### src/rtl/core/scl_pkg.sv
package scl_pkg;

    localparam int MAX_LINE   = 4096;
    localparam int IDX_W      = $clog2(MAX_LINE + 1);
    localparam int TOK_W      = 13;
    localparam int FIFO_DEPTH = 4;
    localparam int PTR_W      = $clog2(FIFO_DEPTH);
    localparam int CNT_W      = $clog2(FIFO_DEPTH + 1);

    // token kinds
    localparam logic [3:0] K_END        = 4'd0;
    localparam logic [3:0] K_NEWLINE    = 4'd1;
    localparam logic [3:0] K_DQ         = 4'd2;
    localparam logic [3:0] K_SQ         = 4'd3;
    localparam logic [3:0] K_WORD       = 4'd4;
    localparam logic [3:0] K_PIPE       = 4'd5;
    localparam logic [3:0] K_OUT        = 4'd6;
    localparam logic [3:0] K_IN         = 4'd7;
    localparam logic [3:0] K_ERR        = 4'd8;
    localparam logic [3:0] K_APPEND     = 4'd9;
    localparam logic [3:0] K_SEQ        = 4'd10;
    localparam logic [3:0] K_INCOMPLETE = 4'd11;

    localparam logic [7:0] CH_NUL   = 8'h00;
    localparam logic [7:0] CH_TAB   = 8'h09;
    localparam logic [7:0] CH_LF    = 8'h0A;
    localparam logic [7:0] CH_SPACE = 8'h20;
    localparam logic [7:0] CH_DQ    = 8'h22;
    localparam logic [7:0] CH_SQ    = 8'h27;
    localparam logic [7:0] CH_PIPE  = 8'h7C;
    localparam logic [7:0] CH_GT    = 8'h3E;
    localparam logic [7:0] CH_LT    = 8'h3C;
    localparam logic [7:0] CH_SEMI  = 8'h3B;
    localparam logic [7:0] CH_TWO   = 8'h32;

    typedef enum logic [1:0] {
        M_IDLE  = 2'd0,
        M_WORD  = 2'd1,
        M_QUOTE = 2'd2
    } t_mode;

    typedef struct packed {
        logic [3:0]       kind;
        logic [TOK_W-1:0] position;
        logic [TOK_W-1:0] length;
        logic             last;
    } t_result;

    typedef struct packed {
        logic [1:0] count;
        t_result    res0;
        t_result    res1;
    } t_push;

    function automatic logic [3:0] f_classify(logic [1:0] cnt, logic [7:0] a, logic [7:0] b);
        logic [3:0] k;
        k = K_WORD;
        if (cnt == 2'd1) begin
            if (a == CH_PIPE)      k = K_PIPE;
            else if (a == CH_GT)   k = K_OUT;
            else if (a == CH_LT)   k = K_IN;
            else if (a == CH_SEMI) k = K_SEQ;
        end else if (cnt == 2'd2) begin
            if (a == CH_TWO && b == CH_GT)     k = K_ERR;
            else if (a == CH_GT && b == CH_GT) k = K_APPEND;
        end
        return k;
    endfunction

endpackage

### src/rtl/core/scl_lexer.sv
module scl_lexer (
    input  logic          i_clk,
    input  logic          i_rst_n,
    input  logic          i_take,
    input  logic [7:0]    i_char_byte,
    output scl_pkg::t_push o_push
);

    logic                      r_in_valid;
    logic [7:0]                r_in_byte;
    scl_pkg::t_mode            r_mode, n_mode;
    logic                      r_dq, n_dq;
    logic [scl_pkg::IDX_W-1:0] r_idx, n_idx;
    logic [scl_pkg::IDX_W-1:0] r_start, n_start;
    logic [7:0]                r_first, n_first;
    logic [7:0]                r_second, n_second;
    logic [1:0]                r_wcnt, n_wcnt;

    logic [scl_pkg::IDX_W-1:0] idx_adv;
    logic [scl_pkg::IDX_W:0]   pos_word;
    logic [scl_pkg::IDX_W:0]   len_word;
    logic [scl_pkg::IDX_W:0]   len_quote;
    logic [scl_pkg::TOK_W-1:0] pos_raw;
    logic [7:0]                c;
    logic                      is_sep;
    logic [7:0]                quote_ch;

    always_ff @(posedge i_clk) begin
        if (!i_rst_n) begin
            r_in_valid <= 1'b0;
        end else begin
            r_in_valid <= i_take;
        end
        if (i_take) begin
            r_in_byte <= i_char_byte;
        end
    end

    always_ff @(posedge i_clk) begin
        if (!i_rst_n) begin
            r_mode   <= scl_pkg::M_IDLE;
            r_dq     <= 1'b0;
            r_idx    <= '0;
            r_start  <= '0;
            r_first  <= '0;
            r_second <= '0;
            r_wcnt   <= '0;
        end else begin
            r_mode   <= n_mode;
            r_dq     <= n_dq;
            r_idx    <= n_idx;
            r_start  <= n_start;
            r_first  <= n_first;
            r_second <= n_second;
            r_wcnt   <= n_wcnt;
        end
    end

    // index saturates at the line limit
    assign idx_adv   = (r_idx < scl_pkg::IDX_W'(scl_pkg::MAX_LINE)) ? r_idx + 1'b1 : r_idx;
    assign pos_word  = {1'b0, r_start} + 1'b1;
    assign len_word  = {1'b0, r_idx} - {1'b0, r_start};
    assign len_quote = {1'b0, r_idx} + 1'b1 - {1'b0, r_start};
    assign pos_raw   = scl_pkg::TOK_W'(r_idx);
    assign c         = r_in_byte;
    assign is_sep    = (c == scl_pkg::CH_SPACE) || (c == scl_pkg::CH_TAB);
    assign quote_ch  = r_dq ? scl_pkg::CH_DQ : scl_pkg::CH_SQ;

    always_comb begin
        n_mode   = r_mode;
        n_dq     = r_dq;
        n_idx    = r_idx;
        n_start  = r_start;
        n_first  = r_first;
        n_second = r_second;
        n_wcnt   = r_wcnt;
        o_push   = '0;

        if (r_in_valid) begin
            n_idx = idx_adv;
            unique case (r_mode)
                scl_pkg::M_WORD: begin
                    if (c == scl_pkg::CH_NUL || is_sep) begin
                        o_push.count         = 2'd1;
                        o_push.res0.kind     = scl_pkg::f_classify(r_wcnt, r_first, r_second);
                        o_push.res0.position = scl_pkg::TOK_W'(pos_word);
                        o_push.res0.length   = scl_pkg::TOK_W'(len_word);
                        o_push.res0.last     = (c != scl_pkg::CH_NUL);
                        n_mode               = scl_pkg::M_IDLE;
                    end else begin
                        if (r_wcnt == 2'd1) n_second = c;
                        if (r_wcnt != 2'd3) n_wcnt = r_wcnt + 1'b1;
                    end
                    if (c == scl_pkg::CH_NUL) begin
                        o_push.count         = 2'd2;
                        o_push.res1.kind     = scl_pkg::K_END;
                        o_push.res1.position = pos_raw;
                        o_push.res1.length   = '0;
                        o_push.res1.last     = 1'b1;
                    end
                end
                scl_pkg::M_QUOTE: begin
                    if (c == scl_pkg::CH_NUL) begin
                        o_push.count         = 2'd2;
                        o_push.res0.kind     = scl_pkg::K_INCOMPLETE;
                        o_push.res0.position = pos_raw;
                        o_push.res0.length   = '0;
                        o_push.res0.last     = 1'b0;
                        o_push.res1.kind     = scl_pkg::K_END;
                        o_push.res1.position = pos_raw;
                        o_push.res1.length   = '0;
                        o_push.res1.last     = 1'b1;
                    end else if (c == quote_ch) begin
                        o_push.count         = 2'd1;
                        o_push.res0.kind     = r_dq ? scl_pkg::K_DQ : scl_pkg::K_SQ;
                        o_push.res0.position = scl_pkg::TOK_W'(pos_word);
                        o_push.res0.length   = scl_pkg::TOK_W'(len_quote);
                        o_push.res0.last     = 1'b1;
                        n_mode               = scl_pkg::M_IDLE;
                    end
                end
                default: begin
                    if (c == scl_pkg::CH_NUL) begin
                        o_push.count         = 2'd1;
                        o_push.res0.kind     = scl_pkg::K_END;
                        o_push.res0.position = pos_raw;
                        o_push.res0.length   = '0;
                        o_push.res0.last     = 1'b1;
                    end else if (c == scl_pkg::CH_LF) begin
                        o_push.count         = 2'd1;
                        o_push.res0.kind     = scl_pkg::K_NEWLINE;
                        o_push.res0.position = pos_raw;
                        o_push.res0.length   = scl_pkg::TOK_W'(1);
                        o_push.res0.last     = 1'b1;
                    end else if (c == scl_pkg::CH_DQ || c == scl_pkg::CH_SQ) begin
                        n_mode  = scl_pkg::M_QUOTE;
                        n_dq    = (c == scl_pkg::CH_DQ);
                        n_start = r_idx;
                    end else if (!is_sep) begin
                        n_mode   = scl_pkg::M_WORD;
                        n_start  = r_idx;
                        n_first  = c;
                        n_second = '0;
                        n_wcnt   = 2'd1;
                    end
                end
            endcase

            // line end returns everything to the reset state
            if (c == scl_pkg::CH_NUL) begin
                n_mode   = scl_pkg::M_IDLE;
                n_dq     = 1'b0;
                n_idx    = '0;
                n_start  = '0;
                n_first  = '0;
                n_second = '0;
                n_wcnt   = '0;
            end
        end
    end

endmodule

### src/rtl/core/scl_fifo.sv
module scl_fifo (
    input  logic                      i_clk,
    input  logic                      i_rst_n,
    input  scl_pkg::t_push            i_push,
    input  logic                      i_pop,
    output logic                      o_valid,
    output scl_pkg::t_result          o_head,
    output logic [scl_pkg::CNT_W-1:0] o_count
);

    scl_pkg::t_result          r_mem [scl_pkg::FIFO_DEPTH];
    logic [scl_pkg::PTR_W-1:0] r_wr_ptr, r_rd_ptr;
    logic [scl_pkg::CNT_W-1:0] r_count;
    logic [scl_pkg::PTR_W-1:0] wr_ptr1;
    logic                      pop_ok;

    assign wr_ptr1 = r_wr_ptr + 1'b1;
    assign pop_ok  = i_pop && (r_count != '0);

    always_ff @(posedge i_clk) begin
        if (!i_rst_n) begin
            r_wr_ptr <= '0;
            r_rd_ptr <= '0;
            r_count  <= '0;
        end else begin
            r_wr_ptr <= r_wr_ptr + scl_pkg::PTR_W'(i_push.count);
            r_rd_ptr <= r_rd_ptr + scl_pkg::PTR_W'(pop_ok);
            r_count  <= r_count + scl_pkg::CNT_W'(i_push.count) - scl_pkg::CNT_W'(pop_ok);
        end
        if (i_push.count != 2'd0) r_mem[r_wr_ptr] <= i_push.res0;
        if (i_push.count == 2'd2) r_mem[wr_ptr1]  <= i_push.res1;
    end

    assign o_valid = (r_count != '0);
    assign o_head  = r_mem[r_rd_ptr];
    assign o_count = r_count;

endmodule

### src/rtl/core/shell_command_line_tokenizer.sv
// Byte-serial shell command line lexer. Feed one byte of the line per transfer on
// i_char_byte; a zero byte ends the line and restarts the position count. Each token
// comes out as kind, position and length (no text is copied): quoted words, bare words
// classed as pipe, redirects, append, sequence or plain word, lone newlines, an
// incomplete marker for an unclosed quote, and an end marker. o_last_of_run flags the
// final result caused by one input byte. The block takes one byte per cycle while o_stall
// is low. A result passes the input register and then, with the lexer state update, the
// four-entry result queue before it reaches the output. A byte that ends the line inside
// a word or quote yields two results, and since the queue drains one result per cycle
// while i_stall is low, such a byte needs two output transfers. No clearing pass after
// reset.
module shell_command_line_tokenizer (
    input  logic                        i_clk,
    input  logic                        i_rst_n,
    // input byte channel
    input  logic                        i_valid,
    output logic                        o_stall,
    input  logic [7:0]                  i_char_byte,
    // token result channel
    output logic                        o_valid,
    input  logic                        i_stall,
    output logic [3:0]                  o_token_kind,
    output logic [scl_pkg::TOK_W-1:0]   o_token_position,
    output logic [scl_pkg::TOK_W-1:0]   o_token_length,
    output logic                        o_last_of_run
);

    scl_pkg::t_push            push;
    scl_pkg::t_result          head;
    logic [scl_pkg::CNT_W-1:0] count;
    logic [scl_pkg::CNT_W:0]   fill;
    logic                      take;

    // the byte sitting in the lexer input register always gets room in the queue;
    // a new byte is only taken if the queue can still absorb two more results
    // after this cycle's push, ignoring any pop so stall never waits on i_stall
    assign fill    = {1'b0, count} + (scl_pkg::CNT_W + 1)'(push.count);
    assign o_stall = fill > (scl_pkg::CNT_W + 1)'(scl_pkg::FIFO_DEPTH - 2);
    assign take    = i_valid && !o_stall;

    // lexer: input register plus token state, emits up to two results per byte
    scl_lexer u_lexer (
        .i_clk       (i_clk),
        .i_rst_n     (i_rst_n),
        .i_take      (take),
        .i_char_byte (i_char_byte),
        .o_push      (push)
    );

    // result queue, decouples output stalls from byte intake
    scl_fifo u_fifo (
        .i_clk   (i_clk),
        .i_rst_n (i_rst_n),
        .i_push  (push),
        .i_pop   (!i_stall),
        .o_valid (o_valid),
        .o_head  (head),
        .o_count (count)
    );

    assign o_token_kind     = head.kind;
    assign o_token_position = head.position;
    assign o_token_length   = head.length;
    assign o_last_of_run    = head.last;

endmodule

### config.mk
export PLATFORM = sky130hd
export DESIGN_NAME = shell_command_line_tokenizer
export DESIGN_NICKNAME = d
export VERILOG_FILES = /design/src/rtl/core/scl_pkg.sv /design/src/rtl/core/scl_lexer.sv /design/src/rtl/core/scl_fifo.sv /design/src/rtl/core/shell_command_line_tokenizer.sv
export SDC_FILE = /design/constraint.sdc
export NUM_CORES = 1
export LEC_CHECK = 0
export BUFFER_PORTS_ARGS = -buffer_cell sky130_fd_sc_hd__buf_2
export CAP_MARGIN = 25
export CELL_PAD_IN_SITES_DETAIL_PLACEMENT = 1
export CELL_PAD_IN_SITES_GLOBAL_PLACEMENT = 1
export CORE_ASPECT_RATIO = 0.75
export CORE_UTILIZATION = 45
export CTS_CLUSTER_SIZE = 12
export DETAILED_ROUTE_END_ITERATION = 7
export GPL_TIMING_DRIVEN = 0
export HOLD_SLACK_MARGIN = 0.1
export PLACE_DENSITY = 0.83
export SLEW_MARGIN = 20
export SYNTH_ARGS = -nofsm -noshare
export SYNTH_HDL_FRONTEND = slang
export SYNTH_HIERARCHICAL = 1
export SYNTH_SLANG_ARGS = --single-unit
### constraint.sdc
create_clock -name i_clk -period 6.4 [get_ports i_clk]
set_input_delay 0.32 -clock i_clk [delete_from_list [all_inputs] [get_ports i_clk]]
set_output_delay 0.32 -clock i_clk [all_outputs]
set_load 0.1 [all_outputs]
=== Word level (Yosys, flattened, before mapping) ===
Memory sizes are Yosys's and may differ from the RTL's. A register that Yosys moved wholly into a read port is not among the register bits.
Index checks and enable logic that the tools add are counted.
W data, S select, Z words.

* Magnitude comparators: 2
* Multiply operators: 0
* Reductions and logical operators: 23
* Bitwise operators: 0
* Muxes and demuxes: 61
* Eq/ne operators: 34
* Shift-type cells: 0
* Divide/modulo/power cells: 0
* $add $sub $neg: 12

{| class="wikitable"
|+ Operator list
! operator !! number
|-
| $mux W32 || 3
|-
| $mux W13 || 7
|-
| $mux W8 || 11
|-
| $mux W33 || 2
|-
| $pmux W33 S2 || 1
|-
| $eq A8 B6 Y1 const B || 8
|-
| $mux W64 || 1
|-
| $mux W27 || 2
|-
| $add A13 B1 Y13 const B || 3
|-
| $mux W4 || 8
|-
| $mux W2 || 13
|-
| $sub A13 B13 Y13 || 2
|-
| $eq A8 B4 Y1 const B || 2
|-
| $pmux W8 S2 || 1
|-
| $ne A3 B3 Y1 const B || 5
|-
| $reduce_and A7 Y1 || 2
|-
| $lt A13 B13 Y1 const B || 1
|-
| $ne A3 B1 Y1 const B || 4
|-
| $reduce_and A5 Y1 || 2
|-
| $mux W1 || 9
|-
| $eq A8 B7 Y1 const B || 1
|-
| $eq A8 B8 Y1 || 1
|-
| $logic_not A8 Y1 || 1
|-
| $ne A2 B2 Y1 const B || 4
|-
| other kinds (23) || 38
|}

* Flip-flop bits (word level): 63
* Memory bits (writable): 124
* Bits in read-only memories: 0
* Logic and storage cells: 145
* Memories: 1
* Output and inout bits: 33
* Latch bits: 0

{| class="wikitable"
|+ Memory list
! memory !! depth !! bits a word !! read ports !! clocked after Yosys merged registers in !! wr ports !! line !! RTL
|-
| u_fifo.r_mem || 4 || 31 || 1 || 1 || 2 || scl_fifo.sv:11 || <nowiki>scl_pkg::t_result r_mem [scl_pkg::FIFO_DEPTH];</nowiki>
|}

=== Logic depth before layout (Yosys ltp) ===
Gate-level depths: netlist (run 1).

* Depth after elaboration: 14
* Gate-level depth with buffers: 14

=== Modules after synthesis ===
Netlist (run 1), hierarchy kept.

{| class="wikitable"
|+ By module, submodules not included
! module !! area an instance (um^2) !! times used !! cells each !! sequential area each (um^2)
|-
| scl_fifo || 6598.8 || 1 || 345 || 3863.7
|-
| scl_lexer || 4906.0 || 1 || 630 || 1201.2
|-
| shell_command_line_tokenizer || 91.3 || 1 || 12 || 0.0
|}

=== Worst setup path after synthesis (run 1) ===
OpenSTA, ideal clock, no wires.

* Path kind: reg-to-reg
* Start point: register u_lexer.r_in_byte[4], in the netlist u_lexer/c[4]
* End point: memory u_fifo/r_mem[0][0] (netlist bit), enable pin
* Period minus slack after synthesis: 5072 ps
* Library setup time: 462 ps
* Setup slack: 1328 ps
* Cell stages (with the launch flop): 9
* Arrival time: 4610 ps
* Path through: edfxtp_1 -> or3_4 -> or4_4 -> buf_2 -> buf_2 -> nor3_1 -> buf_4 -> o21bai_1 -> o21ai_0

{| class="wikitable"
|+ RTL lines
! what !! line !! RTL
|-
| from (decl) || scl_lexer.sv:10 || <nowiki>logic [7:0] r_in_byte;</nowiki>
|-
| from (signal assigned) || scl_lexer.sv:35 || <nowiki>r_in_byte <= i_char_byte;</nowiki>
|-
| to (decl) || scl_fifo.sv:11 ||
|}

==> results of run 1 <==
-- state kept, by name, summed over array words and instances, names as in the netlist, 3 cells and up --
register,count
u_lexer/r_second,8
u_lexer/c,8
u_lexer/r_first,8
u_lexer/pos_raw,13
u_fifo/r_mem,124
u_fifo/o_count,3
u_lexer/r_start,13
-- worst max path at each step --
stage | start | endpoint | slack, ns
global route | u_lexer/c[7] | o_stall | 1.19
finish | u_lexer/c[4] | o_stall | 1.47
global placement | u_lexer/c[4] | u_fifo/r_mem[0][12] | -0.89
detailed placement | u_lexer/c[4] | u_lexer/c[0] | 1.79
CTS | u_lexer/c[4] | o_stall | 1.50
floorplan | u_lexer/c[4] | u_fifo/r_mem[0][0] | 1.33
-- critical path, cell delays in order (launching register included) --
cell and delay (ns):
edfxtp_1 0.44, nor3_1 0.30, buf_2 0.27, nand2_1 0.07
nor3_1 0.40, clkbuf_1 0.50, nor2_1 0.19, a21oi_1 0.57
buf_4 0.31, ha_1 0.21, fa_1 0.45, a21o_1 0.17
buf_2 0.28
-- cell type report --
| type | count | area (µm²) | share of cell area |
|---|---|---|---|
| inverters | 38 | 143 | 0.0109 |
| well taps | 338 | 423 | 0.0323 |
| flip-flops and latches | 187 | 5060 | 0.387 |
| clock buffers | 23 | 509 | 0.0389 |
| repair buffers | 57 | 410 | 0.0313 |
| clock inverters | 9 | 57.6 | 0.00440 |
| plain buffers | 81 | 520 | 0.0398 |
| multi-input cells | 697 | 5970 | 0.456 |
-- metal layers --
| layer | part of all wire | up-vias |
|---|---|---|
| li1 | - | 3856 |
| met3 | 0.057 | 91 |
| met2 | 0.48 | 352 |
| met4 | 0.037 | 0 |
| met1 | 0.42 | 4420 |
| met5 | 0 | - |
-- per-stage QoR --
stage	hold WS (ns)	setup TNS [ns]	cells
after floorplan	0.419	0	1003
after global placement	0.445	-27.35	1385
after detailed placement	0.451	0	1390
after CTS	0.221	0	1430
after global routing	0.229	0	1430
final	0.231	0	1430
-- layout by cell type, fill, tap and decap left out, types with 18 or more instances in the layout --
cell type / count
edfxtp_1: 132
nand2_1: 59
mux4_2: 31
dfxtp_1: 55
xnor2_1: 33
clkbuf_1: 27
nor3_1: 21
nor2_1: 55
nand4_1: 27
mux2_2: 93
inv_1: 39
buf_4: 24
clkbuf_16: 18
o21ai_0: 32
mux2_4: 29
ha_1: 37
buf_2: 64
a21oi_1: 38
-- power groups by stage --
stage / registers (mW) / logic [mW] / clock network (mW)
final: 1.36 / 1.02 / 1.04
after global routing: 1.36 / 1.06 / 1.09
after CTS: 1.36 / 1.01 / 1.05
after detailed placement: 1.38 / 1.01 / 0
after global placement: 1.38 / 0.980 / 0
after floorplan: 1.37 / 0.836 / 0
-- cells by family (layout without fill, tap and decap cells) --
| group | Yosys count | count (layout) | synth area share |
|---|---|---|---|
| and+or+nand+nor | 260 | 260 | 0.119 |
| DFF | 187 | 187 | 0.437 |
| AOI/OAI and AO/OA | 163 | 163 | 0.0932 |
| muxes | 163 | 163 | 0.197 |
| buffers and inverters | 119 | 208 | 0.0572 |
| adders and majority gates | 48 | 48 | 0.0589 |
| xor gates and xnor gates | 46 | 46 | 0.0371 |
| other | 1 | 17 | 0.000323 |
==> impl_metrics.tcl, run 1 <==
set metrics [dict create \
    status "completed" \
    clk_latency_ns 0.45 \
    required_ns 6.08 \
    synth.largest_area_cell "edfxtp_1" \
    synth_edf_count 132 \
    syn_area_mm2 0.0116 \
    yosysWarnings 6 \
    endpoint_kind "output pin" \
    postCtsSetupBuffers 0 \
    antenna_left 0 \
    rsz0062_at_grt "no" \
    cp_max_fo 10 \
    arrival_ns 4.61 \
    grt_pass1_vias 9245 \
    path_clk_slew_ns 0.07 \
    synthDominantCellAreaShare 0.342 \
    intPower_mw 2.15 \
    vdd_drop_max_mv 0.381 \
    fin_crit_ns 4.93 \
    dr.pass1.iters 5 \
    nets 1139 \
    hp-class "primary input to flop" \
    grt_pass1_wl_um 55000 \
    ys_seq_elements 187 \
    power_mw 3.41 \
    synthTopCellsByArea "edfxtp_1 (34%), dfxtp_1 (9.5%), mux2_2 (9.0%)" \
    io_buffer_count 44 \
    drc 0 \
    tightestPinTransition_ns 1.05 \
    dieArea_mm2 0.0264 \
    final_core_util 0.521 \
    avgRoutedWirePerCell_um 25.1 \
    fin_crit_sh 0.770 \
    grt.total_usage 0.277 \
    yosysUniqueCellTypes 78 \
    grt_max_degree 23 \
    via_per_inst 6.10 \
    busiest_layer "met2" \
    met1_usage 0.352 \
    ios 45 \
    netSwitchingFraction 0.370 \
    crit_type "flop to output pin" \
    die_y_um 141 \
    diodes 0 \
    antenna_found_initial 0 \
    vias 8719 \
    cts_buffer_depth 2 \
    setup_viol 0 \
    crit_path_start_kind "flop" \
    cts_buffers 17 \
    hold_end "u_fifo/o_count[1]" \
    post-dp-hpwl_um 25800 \
    r2r_cells 13 \
    clkPwrFrac 0.305 \
    cts.sinks 187 \
    die_w_um 187 \
    hold_start "i_rst_n" \
    max_freq_mhz 203 \
    root_buffer "clkbuf_16" \
    met3_usage 0.0441 \
    grt_overflow 0 \
    first_iter_violations 787 \
    place_congestion 0.854 \
    place_ws_ns 1.79 \
    syn_area_per_cell_um2 11.7 \
    p_seq_frac 0.398 \
    final_area_mm2 0.0131 \
    leakage_nw 4.64 \
    hold_viol 0 \
    nFillCells 2684 \
    slew_headroom 0.292 \
    synth_most_common_cell "edfxtp_1" \
    switchingPower_mw 1.26 \
    htreeDepth 4 \
    cts_tree "done" \
    reg2reg_slack_ns 1.67 \
    fp.coreArea_mm2 0.0251 \
    ys_seq_area_frac 0.437 \
    power_density_mw_per_mm2 261 \
    drive_gt1_frac 0.284 \
    r2r_end "u_lexer/c[3]" \
    cts_hold_buf 8 \
    min_path_cells 2 \
    combPwrFrac 0.297 \
    synth_cells 987 \
    syn2layout_area_growth_pct 12.9 \
    grt.met2_usage 0.464 \
    synthFlopType "edfxtp_1" \
    async_reset_ff_frac 0 \
    ctsResizeCount 0 \
    skew_ns 0.00923 \
    timing.rr.start "u_lexer/c[4]" \
    fp-row-count 50 \
    layout_setup_ws_ns 1.47 \
    synth_common_cells "edfxtp_1 (132), mux2_2 (93), nand2_1 (59)" \
    drv_slew 0 \
    initial_core_util 0.461 \
    wl_um 35800 \
    maxCapViolCount 0 \
    postPlaceCellArea_mm2 0.0124 \
]
(Power assumes the default switching activity.)
==> run 2: changes to the inputs <==
--- a/config.mk
+++ b/config.mk
@@ -5,6 +5,7 @@
 export SDC_FILE = /design/constraint.sdc
 export NUM_CORES = 1
 export LEC_CHECK = 0
+export ABC_AREA = 1
 export BUFFER_PORTS_ARGS = -buffer_cell sky130_fd_sc_hd__buf_2
 export CAP_MARGIN = 25
 export CELL_PAD_IN_SITES_DETAIL_PLACEMENT = 1
@@ -15,7 +16,7 @@
 export DETAILED_ROUTE_END_ITERATION = 7
 export GPL_TIMING_DRIVEN = 0
 export HOLD_SLACK_MARGIN = 0.1
-export PLACE_DENSITY = 0.83
+export PLACE_DENSITY = 0.88
 export SLEW_MARGIN = 20
 export SYNTH_ARGS = -nofsm -noshare
 export SYNTH_HDL_FRONTEND = slang
==> constraint.sdc (replaced) <==
create_clock -name i_clk -period 5.1 [get_ports i_clk]
set_input_delay 0.255 -clock i_clk [delete_from_list [all_inputs] [get_ports i_clk]]
set_output_delay 0.255 -clock i_clk [all_outputs]
set_load 0.1 [all_outputs]
==> impl_metrics.tcl, run 2 <==
set metrics [dict create \
    initial_core_util 0.465 \
    ys_seq_area_frac 0.415 \
    fin_crit_ns 4.51 \
    dieArea_mm2 0.0278 \
    leakage_nw 5.40 \
    htreeDepth 4 \
    final_common_cell "nand2_1" \
    clk_latency_ns 0.45 \
    nets 1641 \
    fp-row-count 51 \
    crit_type "flop to output pin" \
    grt_overflow 0 \
    die_w_um 192 \
    largest_register_ffs 124 \
    layout.cells.most_common_list "nand2_1 (300), nor2_1 (154), inv_1 (140)" \
    busiest_layer "met2" \
    max_freq_mhz 222 \
    tightestPinTransition_ns 0.915 \
    clkPwrFrac 0.288 \
    hp-class "primary input to flop" \
    regMostFlops "u_fifo/r_mem" \
    syn_area_mm2 0.0122 \
    path_clk_slew_ns 0.07 \
    post-dp-hpwl_um 31000 \
    synthDominantCellAreaShare 0.324 \
    crit_slowest_cell "fa_1" \
    cpLargestDelayFamily "buffers and inverters" \
    ios 45 \
    syn_area_per_cell_um2 8.23 \
    cp_max_fo 10 \
    combPwrFrac 0.359 \
    hold_start "i_rst_n" \
    postPlaceCellArea_mm2 0.0131 \
    cts_tree "done" \
    antenna_found_initial 0 \
    io_buffer_count 44 \
    hold_viol 0 \
    place_ws_ns 1.00 \
    timing.critical_path.from "u_lexer/r_mode[0]" \
    drive_gt1_frac 0.198 \
    synth_cells 1485 \
    vdd_drop_max_mv 0.379 \
    dr.pass1.iters 5 \
    cts_buffer_depth 2 \
    fp.coreArea_mm2 0.0263 \
    grt_max_degree 18 \
    fin_crit_sh 0.884 \
    max_stage_delay_ns 0.49 \
    ys_seq_elements 187 \
    root_buffer "clkbuf_16" \
    slew_headroom 0.390 \
    cp_cell_sequence "inv_1, ha_1, buf_2, nor2_2, inv_1, nand2_1, buf_2, o31ai_1, inv_1, buf_4, ha_1, fa_1, nand2_1, o21a_1, nand2_2, buf_2" \
    timing.rr.start "u_lexer/r_mode[0]" \
    drv_slew 0 \
    setup_viol 0 \
    crit_path_start_kind "flop" \
    first_iter_violations 1282 \
    die_y_um 145 \
    crit_buf_inv 7 \
    yosysWarnings 6 \
    wl_um 42800 \
    rsz0062_at_grt "no" \
    place_congestion 0.928 \
    grt_pass1_vias 11800 \
    endpoint_kind "output pin" \
    met3_usage 0.0374 \
    synth_common_cells "nand2_1 (300), nor2_1 (154), inv_1 (140)" \
    synthTopCellsByArea "edfxtp_1 (32%), nand2_1 (9.2%), dfxtp_1 (9.0%)" \
    antenna_left 0 \
    whs_ns 0.162 \
    maxCapViolCount 0 \
    power_density_mw_per_mm2 361 \
    diodes 0 \
    switchingPower_mw 2.13 \
    postCtsSetupBuffers 0 \
    power_mw 4.98 \
    p_seq_frac 0.353 \
    grt.met2_usage 0.523 \
    cts_buffers 17 \
    grt.total_usage 0.313 \
    vias 11500 \
    final_area_mm2 0.0138 \
    intPower_mw 2.85 \
    synth.largest_area_cell "edfxtp_1" \
    required_ns 4.85 \
    synth_edf_count 132 \
    netSwitchingFraction 0.428 \
    avgRoutedWirePerCell_um 22.1 \
    syn2layout_area_growth_pct 13.1 \
    synthFlopType "edfxtp_1" \
    via_per_inst 5.95 \
    drc 0 \
    grt_pass1_wl_um 65800 \
    synth_most_common_cell "nand2_1" \
    layout_setup_ws_ns 0.592 \
    met1_usage 0.426 \
    yosysUniqueCellTypes 48 \
    cts.sinks 187 \
    arrival_ns 4.25 \
    skew_ns 0.0167 \
    status "completed" \
    async_reset_ff_frac 0 \
]
run 2: cell types whose count changed in the layout (fill, tap and decap cells not counted), moves of 28 or more:
cell / before / now
nand2_1: 59 / 300
nor2_1: 55 / 154
mux2_2: 93 / 0
mux2_4: 29 / 0
a21oi_1: 38 / 66
inv_1: 39 / 140
mux4_2: 31 / 0
o21ai_0: 32 / 115
o21ai_1: 1 / 38
o21ai_2: 0 / 92
nand3_1: 13 / 75
run 2: final timing paths:
check | endpoint | slack [ns] | cells after the start
min | u_fifo/r_wr_ptr[0] | 0.16 | 3
max | o_stall | 0.59 | 16
min reg2reg | u_lexer/r_second[5] | 0.49 | 2
max reg2reg | u_lexer/c[0] | 0.93 | 16
run 2: per-layer routing:
| metal | wire length (µm) | up-vias |
|---|---|---|
| li1 | - | 5179 |
| met1 | 18400 | 5725 |
| met2 | 20400 | 560 |
| met3 | 3250 | 67 |
| met4 | 765 | 0 |
| met5 | 0 | - |
run 2: worst reg2reg max path: cells and delay by family, from the launching register on:
kind	cells	cell delay [ns]
buffers and inverters	6	1.21
flip-flops	1	0.36
AO/OA/AOI/OAI	2	0.28
adder cells (fa/ha/maj)	3	0.91
AND/OR/NAND/NOR	5	1.07
run 2: kinds of logic (layout without fill, tap and decap cells):
logic type	Yosys count	after routing	share of synthesized area
other	1	17	0.000307
buffers and inverters	244	337	0.0991
DFF	187	187	0.415
xor gates and xnor gates	15	15	0.0108
AOI/OAI and AO/OA	369	369	0.188
adders and majority gates	48	48	0.0559
and+or+nand+nor	621	621	0.231
run 2: final cells by class:
class	instances	area, µm²
timing repair buffer	61	429
clock buffer	21	460
multi-input combinational	1070	6060
clock inverter	11	161
buffer	82	601
tap	344	430
inverter	162	611
fill	3221	12500
sequential	187	5060
run 2: repair_timing:
action                                 in CTS  in global routing
hold buffers                                8                  0
endpoints found under the hold margin       8                  0
resized for setup                           0                  0
setup endpoints to repair                   0                  0
run 2: through the flow:
step	utilization	TNS (ns)	cells
after global routing	0.525	0	1938
after floorplan	-	0	1501
after CTS	0.525	0	1938
final	0.525	0	1938
after detailed placement	0.499	0	1898
after global placement	0.492	-264.83	1889
run 2: power groups by stage:
stage	combinational (mW)	sequential, mW	clock (mW)
detailed placement	1.74	1.79	0
global route	1.89	1.77	1.49
floorplan	1.37	1.77	0
global placement	1.68	1.79	0
finish	1.79	1.76	1.44
CTS	1.77	1.76	1.45
==> run 3: changes to the inputs <==
--- a/config.mk
+++ b/config.mk
@@ -16,6 +16,7 @@
 export DETAILED_ROUTE_END_ITERATION = 7
 export GPL_TIMING_DRIVEN = 0
 export HOLD_SLACK_MARGIN = 0.1
+export MAX_ROUTING_LAYER = met4
 export PLACE_DENSITY = 0.88
 export SLEW_MARGIN = 20
 export SYNTH_ARGS = -nofsm -noshare
==> impl_metrics.tcl, run 3 (same netlist as run 2, synthesis figures left out) <==
set metrics [dict create \
    status "completed" \
    path_clk_slew_ns 0.07 \
    initial_core_util 0.465 \
    rsz0062_at_grt "no" \
    fin_crit_sh 0.891 \
    wl_um 42200 \
    cts_tree "done" \
    crit_path_start_kind "flop" \
    final_common_cell "nand2_1" \
    drive_gt1_frac 0.197 \
    htreeDepth 4 \
    cts_buffer_depth 2 \
    skew_ns 0.0155 \
    drc 0 \
    cts.sinks 187 \
    timing.rr.start "u_lexer/r_mode[0]" \
    arrival_ns 4.29 \
    ctsResizeCount 0 \
    fp.coreArea_mm2 0.0263 \
    die_w_um 192 \
    diodes 0 \
    io_buffer_count 44 \
    place_congestion 0.927 \
    leakage_nw 5.39 \
    endpoint_kind "output pin" \
    post-dp-hpwl_um 30900 \
    slew_headroom 0.371 \
    tightestPinTransition_ns 0.943 \
    die_y_um 145 \
    postCtsSetupBuffers 0 \
    clk_latency_ns 0.45 \
    layout.cells.most_common_list "nand2_1 (300), nor2_1 (154), inv_1 (140)" \
    cp_max_fo 10 \
    power_density_mw_per_mm2 360 \
    hold_viol 0 \
    syn2layout_area_growth_pct 12.9 \
    crit_slowest_cell "fa_1" \
    antenna_found_initial 0 \
    grt_pass1_vias 11700 \
    dieArea_mm2 0.0278 \
    hp-class "primary input to flop" \
    dr.pass1.iters 4 \
    grt_pass1_wl_um 65100 \
    avgRoutedWirePerCell_um 21.8 \
    fin_cells 1937 \
    via_per_inst 5.89 \
    vias 11400 \
    fp-row-count 51 \
    maxCapViolCount 0 \
    grt.total_usage 0.320 \
    power_mw 4.97 \
    grt_max_degree 18 \
    cts_hold_buf 8 \
    cp_cell_sequence "inv_1, ha_1, buf_2, nor2_2, inv_1, nand2_1, buf_2, o31ai_1, inv_1, buf_4, ha_1, fa_1, nand2_1, o21a_1, nand2_2, buf_2" \
    fin_crit_ns 4.54 \
    drv_slew 0 \
    grt_overflow 0 \
    regMostFlops "u_fifo/r_mem" \
    setup_viol 0 \
    max_freq_mhz 220 \
    post-place-cells 1897 \
    hold_start "i_rst_n" \
    timing.critical_path.from "u_lexer/r_mode[0]" \
    crit_type "flop to output pin" \
    cpLargestDelayFamily "buffers and inverters" \
    nets 1640 \
    vdd_drop_max_mv 0.530 \
    crit_buf_inv 7 \
    antenna_left 0 \
    largest_register_ffs 124 \
    root_buffer "clkbuf_16" \
    max_stage_delay_ns 0.49 \
    first_iter_violations 1017 \
    ios 45 \
    cts_buffers 17 \
    final_core_util 0.524 \
    required_ns 4.85 \
]
[run 3: changes by cell type in the layout (fill, tap and decap cells not counted), sizes merged]
cell	previous run	this run
buf	112	111
clkbuf	44	41
clkinvlp	0	1
clkinv	6	5
inv	164	167
[run 3: area by class of cell]
class	instances	area (µm²)
Buffer	82	601
Clock buffer	18	429
Multi-Input combinational cell	1070	6060
Clock inverter	14	181
Inverter	162	611
Fill cell	3182	12500
Timing Repair Buffer	60	414
Sequential cell	187	5060
Tap cell	344	430
[run 3: per-layer routing]
layer | up-vias | wire length [µm] | track usage
li1 | 5169 | - | -
met2 | 503 | 19700 | 0.504
met1 | 5667 | 18400 | 0.422
met5 | - | 0 | -
met3 | 72 | 3130 | 0.0490
met4 | 0 | 1020 | 0.109
[run 3: per-stage QoR]
| step | hold WS, ns | setup slack (ns) | TNS, ns | instance area, µm² |
|---|---|---|---|---|
| 2_1_floorplan | 0.348 | 0.415 | 0 | 12300 |
| 3_3_place_gp | 0.432 | -2.36 | -272.45 | 12900 |
| 3_5_place_dp | 0.434 | 1.01 | 0 | 13100 |
| 4_1_cts | 0.150 | 0.606 | 0 | 13800 |
| 5_1_grt | 0.158 | 0.379 | 0 | 13800 |
| 6_report | 0.157 | 0.557 | 0 | 13800 |
[run 3: path summary, 6_finish.rpt]
| path | cells after the start | slack, ns | endpoint |
|---|---|---|---|
| worst max-delay path | 16 | 0.56 | o_stall |
| worst min-delay path | 3 | 0.16 | u_fifo/r_wr_ptr[0] |
| worst max register to register | 16 | 0.89 | u_lexer/c[4] |
| worst min register to register | 2 | 0.49 | u_lexer/r_second[0] |
[run 3: power breakdown]
group	switching [mW]	internal [mW]
combinational	1.43	0.343
sequential	0.0676	1.69
clock	0.651	0.785
[run 3: tightest hold or removal path, stage by stage]
cell and delay [ns]:
buf_2 0.18, nand2_1 0.09, inv_1 0.03
